--- src/qss_pkg.sv ---
package qss_pkg;

    localparam logic [7:0] CH_NUL   = 8'h00;
    localparam logic [7:0] CH_SPACE = 8'h20;
    localparam logic [7:0] CH_AMP   = 8'h26;
    localparam logic [7:0] CH_PCT   = 8'h25;
    localparam logic [7:0] CH_PLUS  = 8'h2B;
    localparam logic [7:0] CH_EQ    = 8'h3D;

    localparam int QUEUE_DEPTH = 2;

    typedef enum logic [1:0] {
        KIND_BYTE  = 2'd0,
        KIND_NAME  = 2'd1,
        KIND_ENTRY = 2'd2
    } kind_t;

    typedef struct packed {
        kind_t      kind;
        logic [7:0] data;
        logic       has_name;
        logic       final_entry;
        logic       run_last;
    } result_t;

    function automatic logic [3:0] hex_value(input logic [7:0] c);
        logic [3:0] v;
        v = 4'd0;
        if (c >= 8'h30 && c <= 8'h39) begin
            v = 4'(c - 8'h30);
        end else if (c >= 8'h61 && c <= 8'h66) begin
            v = 4'(c - 8'h57);
        end else if (c >= 8'h41 && c <= 8'h46) begin
            v = 4'(c - 8'h37);
        end
        return v;
    endfunction

endpackage

--- src/query_string_splitter.sv ---
// An accepted character is registered in the input register, decoded combinationally
// and written to the result queue once the queue has room for all of its results.
// Throughput: one character per cycle while the queue has room; an end transaction
// that cuts an escape short produces two results and fills the two-entry result queue.
// Reset: aresetn is synchronous and active low; it empties the input register and the
// result queue and clears the escape and name state.
module query_string_splitter (
    input  logic        aclk,
    input  logic        aresetn,
    input  logic        s_tvalid,
    output logic        s_tready,
    input  logic [7:0]  s_tdata,   // [7:0] ch
    input  logic        s_tlast,   // end_of_text
    output logic        m_tvalid,
    input  logic        m_tready,
    output logic [15:0] m_tdata,   // [7:0] data, [8] has_name, [9] final_entry, rest zero
    output logic [1:0]  m_tuser,   // [1:0] kind
    output logic        m_tlast    // run_last
);

    logic             in_valid_reg;
    logic [7:0]       ch_reg;
    logic             eot_reg;
    logic             consume;
    logic [1:0]       res_count;
    logic [1:0]       push_count;
    logic [1:0]       space;
    qss_pkg::result_t res0, res1, head;

    assign consume    = in_valid_reg && (res_count <= space);
    assign s_tready   = !in_valid_reg || consume;
    assign push_count = consume ? res_count : 2'd0;

    always_ff @(posedge aclk) begin
        if (!aresetn) begin
            in_valid_reg <= 1'b0;
        end else if (s_tready) begin
            in_valid_reg <= s_tvalid;
        end
        if (s_tready && s_tvalid) begin
            ch_reg  <= s_tdata;
            eot_reg <= s_tlast;
        end
    end

    qss_decode u_decode (
        .aclk        (aclk),
        .aresetn     (aresetn),
        .ch          (ch_reg),
        .end_of_text (eot_reg),
        .advance     (consume),
        .res_count   (res_count),
        .res0        (res0),
        .res1        (res1)
    );

    qss_out_queue u_queue (
        .aclk       (aclk),
        .aresetn    (aresetn),
        .push_count (push_count),
        .push0      (res0),
        .push1      (res1),
        .m_tready   (m_tready),
        .m_tvalid   (m_tvalid),
        .head       (head),
        .space      (space)
    );

    assign m_tdata = {6'd0, head.final_entry, head.has_name, head.data};
    assign m_tuser = head.kind;
    assign m_tlast = head.run_last;

endmodule

--- src/qss_decode.sv ---
module qss_decode (
    input  logic                 aclk,
    input  logic                 aresetn,
    input  logic [7:0]           ch,
    input  logic                 end_of_text,
    input  logic                 advance,
    output logic [1:0]           res_count,
    output qss_pkg::result_t     res0,
    output qss_pkg::result_t     res1
);

    typedef enum logic [1:0] {
        PH_IDLE = 2'd0,
        PH_HIGH = 2'd1,
        PH_LOW  = 2'd2
    } phase_t;

    phase_t     phase_reg, phase_next;
    logic [3:0] nibble_reg, nibble_next;
    logic       name_seen_reg, name_seen_next;
    logic       is_end;

    assign is_end = end_of_text || (ch == qss_pkg::CH_NUL);

    always_comb begin
        phase_next     = phase_reg;
        nibble_next    = nibble_reg;
        name_seen_next = name_seen_reg;
        res_count      = 2'd0;
        res0           = '0;
        res1           = '0;
        if (is_end) begin
            if (phase_reg != PH_IDLE) begin
                res_count       = 2'd2;
                res0.kind       = qss_pkg::KIND_BYTE;
                res0.data       = {nibble_reg, 4'd0};
                res1.kind       = qss_pkg::KIND_ENTRY;
                res1.has_name   = name_seen_reg;
                res1.final_entry = 1'b1;
                res1.run_last   = 1'b1;
            end else begin
                res_count       = 2'd1;
                res0.kind       = qss_pkg::KIND_ENTRY;
                res0.has_name   = name_seen_reg;
                res0.final_entry = 1'b1;
                res0.run_last   = 1'b1;
            end
            phase_next     = PH_IDLE;
            nibble_next    = 4'd0;
            name_seen_next = 1'b0;
        end else if (phase_reg == PH_HIGH) begin
            nibble_next = qss_pkg::hex_value(ch);
            phase_next  = PH_LOW;
        end else if (phase_reg == PH_LOW) begin
            res_count     = 2'd1;
            res0.kind     = qss_pkg::KIND_BYTE;
            res0.data     = {nibble_reg, qss_pkg::hex_value(ch)};
            res0.run_last = 1'b1;
            phase_next    = PH_IDLE;
            nibble_next   = 4'd0;
        end else if (ch == qss_pkg::CH_EQ && !name_seen_reg) begin
            res_count      = 2'd1;
            res0.kind      = qss_pkg::KIND_NAME;
            res0.run_last  = 1'b1;
            name_seen_next = 1'b1;
        end else if (ch == qss_pkg::CH_AMP) begin
            res_count      = 2'd1;
            res0.kind      = qss_pkg::KIND_ENTRY;
            res0.has_name  = name_seen_reg;
            res0.run_last  = 1'b1;
            name_seen_next = 1'b0;
        end else if (ch == qss_pkg::CH_PLUS) begin
            res_count     = 2'd1;
            res0.kind     = qss_pkg::KIND_BYTE;
            res0.data     = qss_pkg::CH_SPACE;
            res0.run_last = 1'b1;
        end else if (ch == qss_pkg::CH_PCT) begin
            phase_next  = PH_HIGH;
            nibble_next = 4'd0;
        end else begin
            res_count     = 2'd1;
            res0.kind     = qss_pkg::KIND_BYTE;
            res0.data     = ch;
            res0.run_last = 1'b1;
        end
    end

    always_ff @(posedge aclk) begin
        if (!aresetn) begin
            phase_reg     <= PH_IDLE;
            nibble_reg    <= 4'd0;
            name_seen_reg <= 1'b0;
        end else if (advance) begin
            phase_reg     <= phase_next;
            nibble_reg    <= nibble_next;
            name_seen_reg <= name_seen_next;
        end
    end

    a_end_clears_state: assert property (@(posedge aclk) disable iff (!aresetn)
        advance && is_end |=> phase_reg == PH_IDLE && !name_seen_reg && nibble_reg == 4'd0)
        else $error("End transaction did not return the decoder to its start state.");

    a_pair_only_on_escape_end: assert property (@(posedge aclk) disable iff (!aresetn)
        res_count == 2'd2 |-> is_end && phase_reg != PH_IDLE
                              && res0.kind == qss_pkg::KIND_BYTE && !res0.run_last)
        else $error("Two results produced outside a truncated escape.");

    a_escape_low_emits: assert property (@(posedge aclk) disable iff (!aresetn)
        advance && phase_reg == PH_LOW && !is_end |-> res_count == 2'd1
                                               && res0.kind == qss_pkg::KIND_BYTE)
        else $error("Second hex digit did not yield a decoded byte.");

endmodule

--- src/qss_out_queue.sv ---
module qss_out_queue (
    input  logic                 aclk,
    input  logic                 aresetn,
    input  logic [1:0]           push_count,
    input  qss_pkg::result_t     push0,
    input  qss_pkg::result_t     push1,
    input  logic                 m_tready,
    output logic                 m_tvalid,
    output qss_pkg::result_t     head,
    output logic [1:0]           space
);

    qss_pkg::result_t entry_reg [qss_pkg::QUEUE_DEPTH];
    qss_pkg::result_t entry_next [qss_pkg::QUEUE_DEPTH];
    logic [1:0]       count_reg, count_next;
    logic             pop;

    assign m_tvalid = (count_reg != 2'd0);
    assign head     = entry_reg[0];
    assign space    = 2'(qss_pkg::QUEUE_DEPTH) - count_reg;
    assign pop      = m_tvalid && m_tready;

    always_comb begin
        entry_next = entry_reg;
        count_next = count_reg;
        if (pop) begin
            entry_next[0] = entry_reg[1];
            count_next    = count_reg - 2'd1;
        end
        if (push_count != 2'd0) begin
            entry_next[count_next[0]] = push0;
        end
        if (push_count == 2'd2) begin
            entry_next[1] = push1;
        end
        count_next = count_next + push_count;
    end

    always_ff @(posedge aclk) begin
        if (!aresetn) begin
            count_reg <= 2'd0;
        end else begin
            count_reg <= count_next;
        end
        entry_reg <= entry_next;
    end

    a_count_bound: assert property (@(posedge aclk) disable iff (!aresetn)
        count_reg <= 2'(qss_pkg::QUEUE_DEPTH))
        else $error("Result queue count exceeds its depth.");

    a_no_overflow: assert property (@(posedge aclk) disable iff (!aresetn)
        push_count != 2'd0 |-> ({1'b0, count_reg} + {1'b0, push_count}) <= 3'd2)
        else $error("Result queue written without room.");

    a_pop_advances: assert property (@(posedge aclk) disable iff (!aresetn)
        pop && count_reg == 2'd2 && push_count == 2'd0 |=> count_reg == 2'd1
                                                         && head == $past(entry_reg[1]))
        else $error("Queue head did not advance after a pop.");

endmodule

--- config.mk ---
export PLATFORM = sky130hd
export DESIGN_NAME = query_string_splitter
export DESIGN_NICKNAME = d
export VERILOG_FILES = /design/src/qss_pkg.sv /design/src/query_string_splitter.sv /design/src/qss_decode.sv /design/src/qss_out_queue.sv
export SDC_FILE = /design/constraint.sdc
export NUM_CORES = 1
export LEC_CHECK = 0
export BUFFER_PORTS_ARGS = -buffer_cell sky130_fd_sc_hd__buf_2
export CORE_ASPECT_RATIO = 0.7
export CORE_MARGIN = 3
export CORE_UTILIZATION = 55
export DETAILED_ROUTE_END_ITERATION = 10
export PLACE_DENSITY = 0.77
export SLEW_MARGIN = 40
export SYNTH_ARGS = -nofsm -noshare
export SYNTH_HDL_FRONTEND = slang
export SYNTH_HIERARCHICAL = 1
export SYNTH_SLANG_ARGS = --single-unit
--- constraint.sdc ---
create_clock -name aclk -period 4.1 [get_ports aclk]
set_input_delay 0.205 -clock aclk [delete_from_list [all_inputs] [get_ports aclk]]
set_output_delay 0.205 -clock aclk [all_outputs]
set_load 0.01 [all_outputs]
==> flow_summary.toml, run 1 <==
[logic_synthesis]
ys_seq_area_share_pct = 38.9
syn_area_per_cell_um2 = 11.3
syn_inst = 254
syn_area_um2 = 2880
ys_ff_latch = 45
synthFlopType = "dfxtp_1"
synth_edf_count = 22
synth_warnings = 6
synth_cell_type_count = 66
async_reset_ff_share_pct = 0

[route]
ant_nets = 0
drt-initial-drc-count = 103
wirelength_um = 5040
wl_per_cell_um = 15.0
avgViaCountPerCell = 5.30
drc = 0
dr_total_vias = 1787
first_pass_iters = 4

[setup_path]
cpMaxStageDelayCell = "nor3b_1"
worstPathRequired_ns = 4.08
critPathCaptureType = "register"
r2r-start = "ch_reg[0]"
cp.arrival_ns = 3.61
path_delay_family = "simple AND/OR/NAND/NOR gates"
max_stage_delay_ns = 0.46
start_kind = "register"
startpoint = "ch_reg[0]"
crit_buf_inv = 2
path_max_fanout = 14
crit_path_cell_trace = "inv_1 > ha_1 > nor3b_1 > a21o_1 > nand2_1 > o31ai_1 > inv_1 > ha_1 > nand2_1 > o21ai_2 > and3_1 > nor2b_2 > or2_2"
timing_worst_setup_path_type = "register to register"

[clock_tree]
clkSinkCount = 45
cts_setup_buffers = 0
ctsHoldBuffers = 0
cts_tree = "built"
htreeDepth = 2
cts-root-buf = "clkbuf_8"
clock_latency_ns = 0.30
clk_pin_slew_worst_paths_ns = 0.08
cts-resized-gates = 0
cts_inserted_buffers = 5
clock_path_buffers = 2

[sta]
fin_worst_skew_ns = 0.0147
relSlewSlack_pct = 57.8
hold_slack_ns = 0.0763
tns_ns = 0
period_share_pct = 88.5
setup_ws_ns = 0.472
hold_violations = 0
max_freq_mhz = 276
slew_violations = 0
finalSetupViolations = 0
rsz0062_at_grt = "false"
tightest_slew_ns = 0.632
min_period_ns = 3.63

[outcome]
status = "finished clean"

[power]
clockPowerShare_pct = 20.0
p_int_uw = 1050
pwr-share-comb_pct = 38.8
switching_share_pct = 31.9
power.switching_uw = 491
p_seq_share_pct = 41.2
ir_drop_mv = 0.207
leakagePower_uw = 0.00123
power_density_nw_per_um2 = 518

[place]
post-place-ws_ns = 0.201
dp.cells = 329
dpl.hpwl_um = 3880
port_buffers = 27
gp_congestion = 0.875

[die]
fp.dieH_um = 66.5
die-width_um = 92.5
fp-row-count = 21
start_util_pct = 58.6
die_area_um2 = 6160
coreArea_um2 = 4910
io_pins = 34

[layout]
multiInputGateArea_um2 = 1420
final_common_cell = "buf_2"
drive_gt1_share_pct = 29.9
n_antenna_cell = 0
area_growth_pct = 3.21
seq_area_um2 = 1120
final_cells = 337
utilization_pct = 60.5
nFillCells = 411
mostFrequentLayoutCells = "buf_2 (27), dfxtp_1 (23), edfxtp_1 (22), a22o_1 (18)"
fin_nets = 291

[global_routing]
grt_pass1_wl_um = 8360
grt_start_max_net_pins = 16
antenna_found_initial = 0
track_usage_pct = 17.7
grt_overflow = 0
first_global_vias = 1695

[min_path]
hold_path.class = "input port to register"
hold_start = "s_tdata[4]"

[run]
max_cap_viol_count = 0
[area by class of cell]
cell class                      instances  share of cell area, %
Clock buffer                            7                   3.28
Timing Repair Buffer                   34                   6.31
Clock inverter                          1                  0.295
Inverter                               15                   1.89
Sequential cell                        45                   37.7
Multi-Input combinational cell        166                   47.6
Tap cell                               69                   2.90
[layer usage]
metal / share of wire [%] / GRT usage, % / routed length (um) / vias up
met5: 0 / 0 / 0 / -
met4: 1.1 / 5.56 / 54 / 0
met3: 6.5 / 4.18 / 327 / 7
met2: 43 / 25.6 / 2170 / 66
met1: 49 / 25.8 / 2490 / 806
li1: - / - / - / 908
[worst paths after layout]
check	endpoint	slack, ns	cells past startpoint
worst max-delay path	u_queue/entry_reg[10]	0.47	13
worst max register to register	u_queue/entry_reg[10]	0.47	13
worst min-delay path	ch_reg[4]	0.08	1
worst min register to register	u_decode/phase_reg[0]	0.48	2
[metrics by stage]
| step | cell area (um^2) | power (uW) |
|---|---|---|
| 6_report | 2970 | 1540 |
| 5_1_grt | 2970 | 1640 |
| 4_1_cts | 2970 | 1560 |
| 3_5_place_dp | 2860 | 1250 |
| 3_3_place_gp | 2860 | 1230 |
| 2_1_floorplan | 2930 | 1200 |
[cells by family after synthesis]
family	Yosys count	synth area share, %
simple gates	58	12.6
flops	45	38.9
other cells	2	0.261
xor+xnor	3	1.56
buf+inv	56	13.7
fa+ha+maj	11	4.78
compound gates	51	16.0
mux	28	12.2
[cell usage after synthesis (all sizes together), types with 2 or more instances]
cell	instances	area share, %
ha	11	4.8
a21o	2	0.52
nand4	3	0.65
a22oi	2	0.52
nor4	2	0.65
mux2	26	11
o21bai	2	0.52
and3	3	0.65
clkbuf	3	1.1
xnor2	2	1.3
a32o	2	0.70
or4	2	0.65
nor3b	3	0.78
a21oi	4	0.83
dfxtp	23	16
o21ai	2	0.48
and2	6	1.4
o211ai	2	1.0
o22ai	5	1.3
buf	38	11
nor2b	5	1.3
nor2	9	1.4
nand2b	2	0.70
nand2	15	2.0
edfxtp	22	23
a21boi	2	0.65
inv	15	2.0
a22o	19	5.8
conb	2	0.26
mux2i	2	0.70
[worst register-to-register path: cells and delay by family, from the launching register on]
family	cells	cell delay (ns)
AOI/OAI and AO/OA	3	0.43
adders and majority gates	2	0.53
buffers and inverters	2	0.18
DFF	1	0.39
and+or+nand+nor	6	1.80
[power by group through the flow]
| stage | Clock [uW] | Combinational, uW | Sequential (uW) |
|---|---|---|---|
| 6_report | 308 | 598 | 635 |
| 5_1_grt | 338 | 652 | 648 |
| 4_1_cts | 316 | 603 | 636 |
| 3_5_place_dp | 0 | 601 | 647 |
| 3_3_place_gp | 0 | 584 | 641 |
| 2_1_floorplan | 0 | 570 | 633 |
(Power assumes the default switching activity.)
==> run 2, diff against run 1 <==
- CAP_MARGIN: not set -> 0
- RECOVER_POWER: not set -> 50
- clock period: 4.1 -> 3.7 ns (I/O delays scaled with it)
==> run 2 against run 1 <==
Cell count rose by 0.59%. Critical path depth unchanged. First-iteration DRC count shrank 30%. Global-route usage shrank 0.33 points. Via count grew 1.2%. Sequential cell count unchanged. Largest cell class unchanged.
==> flow_summary.toml, run 2 (synthesized netlist as in run 1, its figures left out) <==
[setup_path]
critPathCaptureType = "register"
reg2reg_to = "u_queue/head[4]"
ff2ff_setup_slack_ns = 0.28
cp.arrival_ns = 3.62
max_stage_delay_ns = 0.46
path_max_fanout = 13
reg2regPathDepth = 13
startpoint = "ch_reg[0]"
worstPathRequired_ns = 3.90
cpMaxStageDelayCell = "o31ai_1"
r2r-start = "ch_reg[0]"
timing_worst_setup_path_type = "register to register"
crit_path_cell_trace = "inv_1 > ha_1 > nor3b_1 > a21o_1 > o31ai_1 > inv_1 > ha_1 > nand2_1 > o21ai_2 > and3_1 > nor2_1 > nor2_4 > mux2_2"
start_kind = "register"

[place]
dpl.hpwl_um = 3910
dpl-instance-area_um2 = 2880
gp_congestion = 0.900
port_buffers = 27

[min_path]
hold_depth = 1
hold_path.class = "input port to register"
hold_path_end = "ch_reg[4]"
hold_start = "s_tdata[4]"

[route]
ant_nets = 0
dr_wl_met2_um = 2090
drc = 0
first_pass_iters = 4
wirelength_um = 5080
m1WireLength_um = 2630
wl_met3_um = 319
avgViaCountPerCell = 5.33
wl_per_cell_um = 15.0
highest_layer = "met4"
drt-initial-drc-count = 72
dr_total_vias = 1808

[power]
switching_share_pct = 33.3
power_density_nw_per_um2 = 561
clockPowerShare_pct = 19.0
p_seq_share_pct = 42.3
design_power_total_uw = 1650
pwr-share-comb_pct = 38.8
ir_drop_mv = 0.236
p_int_uw = 1100
leakagePower_uw = 0.00119
power.switching_uw = 551

[sta]
finalSetupViolations = 0
min_period_ns = 3.42
fin_worst_skew_ns = 0.00859
hold_violations = 0
tightest_slew_ns = 0.669
max_freq_mhz = 292
hold_slack_ns = 0.0579
rsz0062_at_grt = "false"
slew_violations = 0
relSlewSlack_pct = 55.3
period_share_pct = 92.5

[layout]
design_area_um2 = 2950
mostFrequentLayoutCells = "dfxtp_1 (23), edfxtp_1 (22), a22o_1 (18)"
area_growth_pct = 2.35
final_common_cell = "dfxtp_1"
drive_gt1_share_pct = 24.8
n_antenna_cell = 0
nFillCells = 424
fin_nets = 293

[global_routing]
grt_pass1_wl_um = 8220
grt_start_max_net_pins = 17
track_usage_pct = 17.3
first_global_vias = 1691
antenna_found_initial = 0
grt_overflow = 0

[die]
coreArea_um2 = 4910
fp-row-count = 21
die-width_um = 92.5
fp.dieH_um = 66.5
start_util_pct = 58.6
io_pins = 34
die_area_um2 = 6160

[clock_tree]
cts-root-buf = "clkbuf_8"
clock_latency_ns = 0.30
htreeDepth = 2
clock_path_buffers = 2
cts_inserted_buffers = 5
cts_tree = "built"
clkSinkCount = 45
clk_pin_slew_worst_paths_ns = 0.09

[outcome]
status = "finished clean"

[run]
max_cap_viol_count = 0
## run 2: cell types whose count changed in the layout (fill, tap and decap cells not counted), sizes merged
cell,before,now
clkinvlp,0,1
clkbuf,7,20
inv,15,16
buf,34,21
## run 2: layout make-up
cell class                      instances  area, um^2  share of cell area (%)
Sequential cell                        45        1120                    38.0
Tap cell                               69        86.3                    2.93
Clock inverter                          3        25.0                   0.849
Multi-Input combinational cell        166        1410                    47.7
Inverter                               15        56.3                    1.91
Timing Repair Buffer                   36         184                    6.24
Clock buffer                            5        68.8                    2.33
## run 2: what timing repair did
| item | CTS | global route |
|---|---|---|
| hold buffers | 0 | 0 |
| endpoints found under the setup margin | 13 | 13 |
| buffers inserted | 0 | 0 |
| endpoints found under the hold margin | 0 | 0 |
| gates resized for setup | 1 | 1 |
## run 2: how the worst max path moves through the flow
| stage | cells past startpoint | slack, ns | to |
|---|---|---|---|
| floorplan | 14 | 0.38 | u_queue/entry_reg[0] |
| global placement | 12 | 0.06 | u_queue/entry_reg[6] |
| detailed placement | 12 | -0.09 | u_queue/entry_reg[12] |
| CTS | 12 | 0.14 | u_queue/entry_reg[10] |
| global route | 13 | 0.04 | u_queue/head[4] |
| finish | 13 | 0.28 | u_queue/head[4] |
## run 2: layer usage
layer  vias to the layer above  track usage (%)
li1                        906                -
met1                       843             25.3
met2                        55             25.2
met3                         4             5.08
met4                         0             3.70
met5                         -                0
## run 2: power by group through the flow
stage	Combinational, uW	Sequential [uW]	Clock [uW]
2_1_floorplan	632	701	0
3_3_place_gp	650	708	0
3_5_place_dp	667	710	0
4_1_cts	671	699	323
5_1_grt	702	712	346
6_report	642	699	314
## run 2: critical path, delay by kind of cell, from the launching register on
| kind | cells | cell delay, ns |
|---|---|---|
| flops | 1 | 0.40 |
| simple gates | 5 | 1.04 |
| mux | 1 | 0.40 |
| fa+ha+maj | 2 | 0.54 |
| compound gates | 3 | 0.75 |
| buf+inv | 2 | 0.18 |
## run 2: metrics by stage
| stage | util [%] | worst slack, ns | instances | setup TNS, ns |
|---|---|---|---|---|
| 2_1_floorplan | - | 0.377 | 267 | 0 |
| 3_3_place_gp | 58.6 | 0.0616 | 331 | 0 |
| 3_5_place_dp | 58.6 | -0.0870 | 331 | -1.13 |
| 4_1_cts | 60.6 | 0.145 | 339 | 0 |
| 5_1_grt | 60.0 | 0.0419 | 339 | 0 |
| 6_report | 60.0 | 0.277 | 339 | 0 |
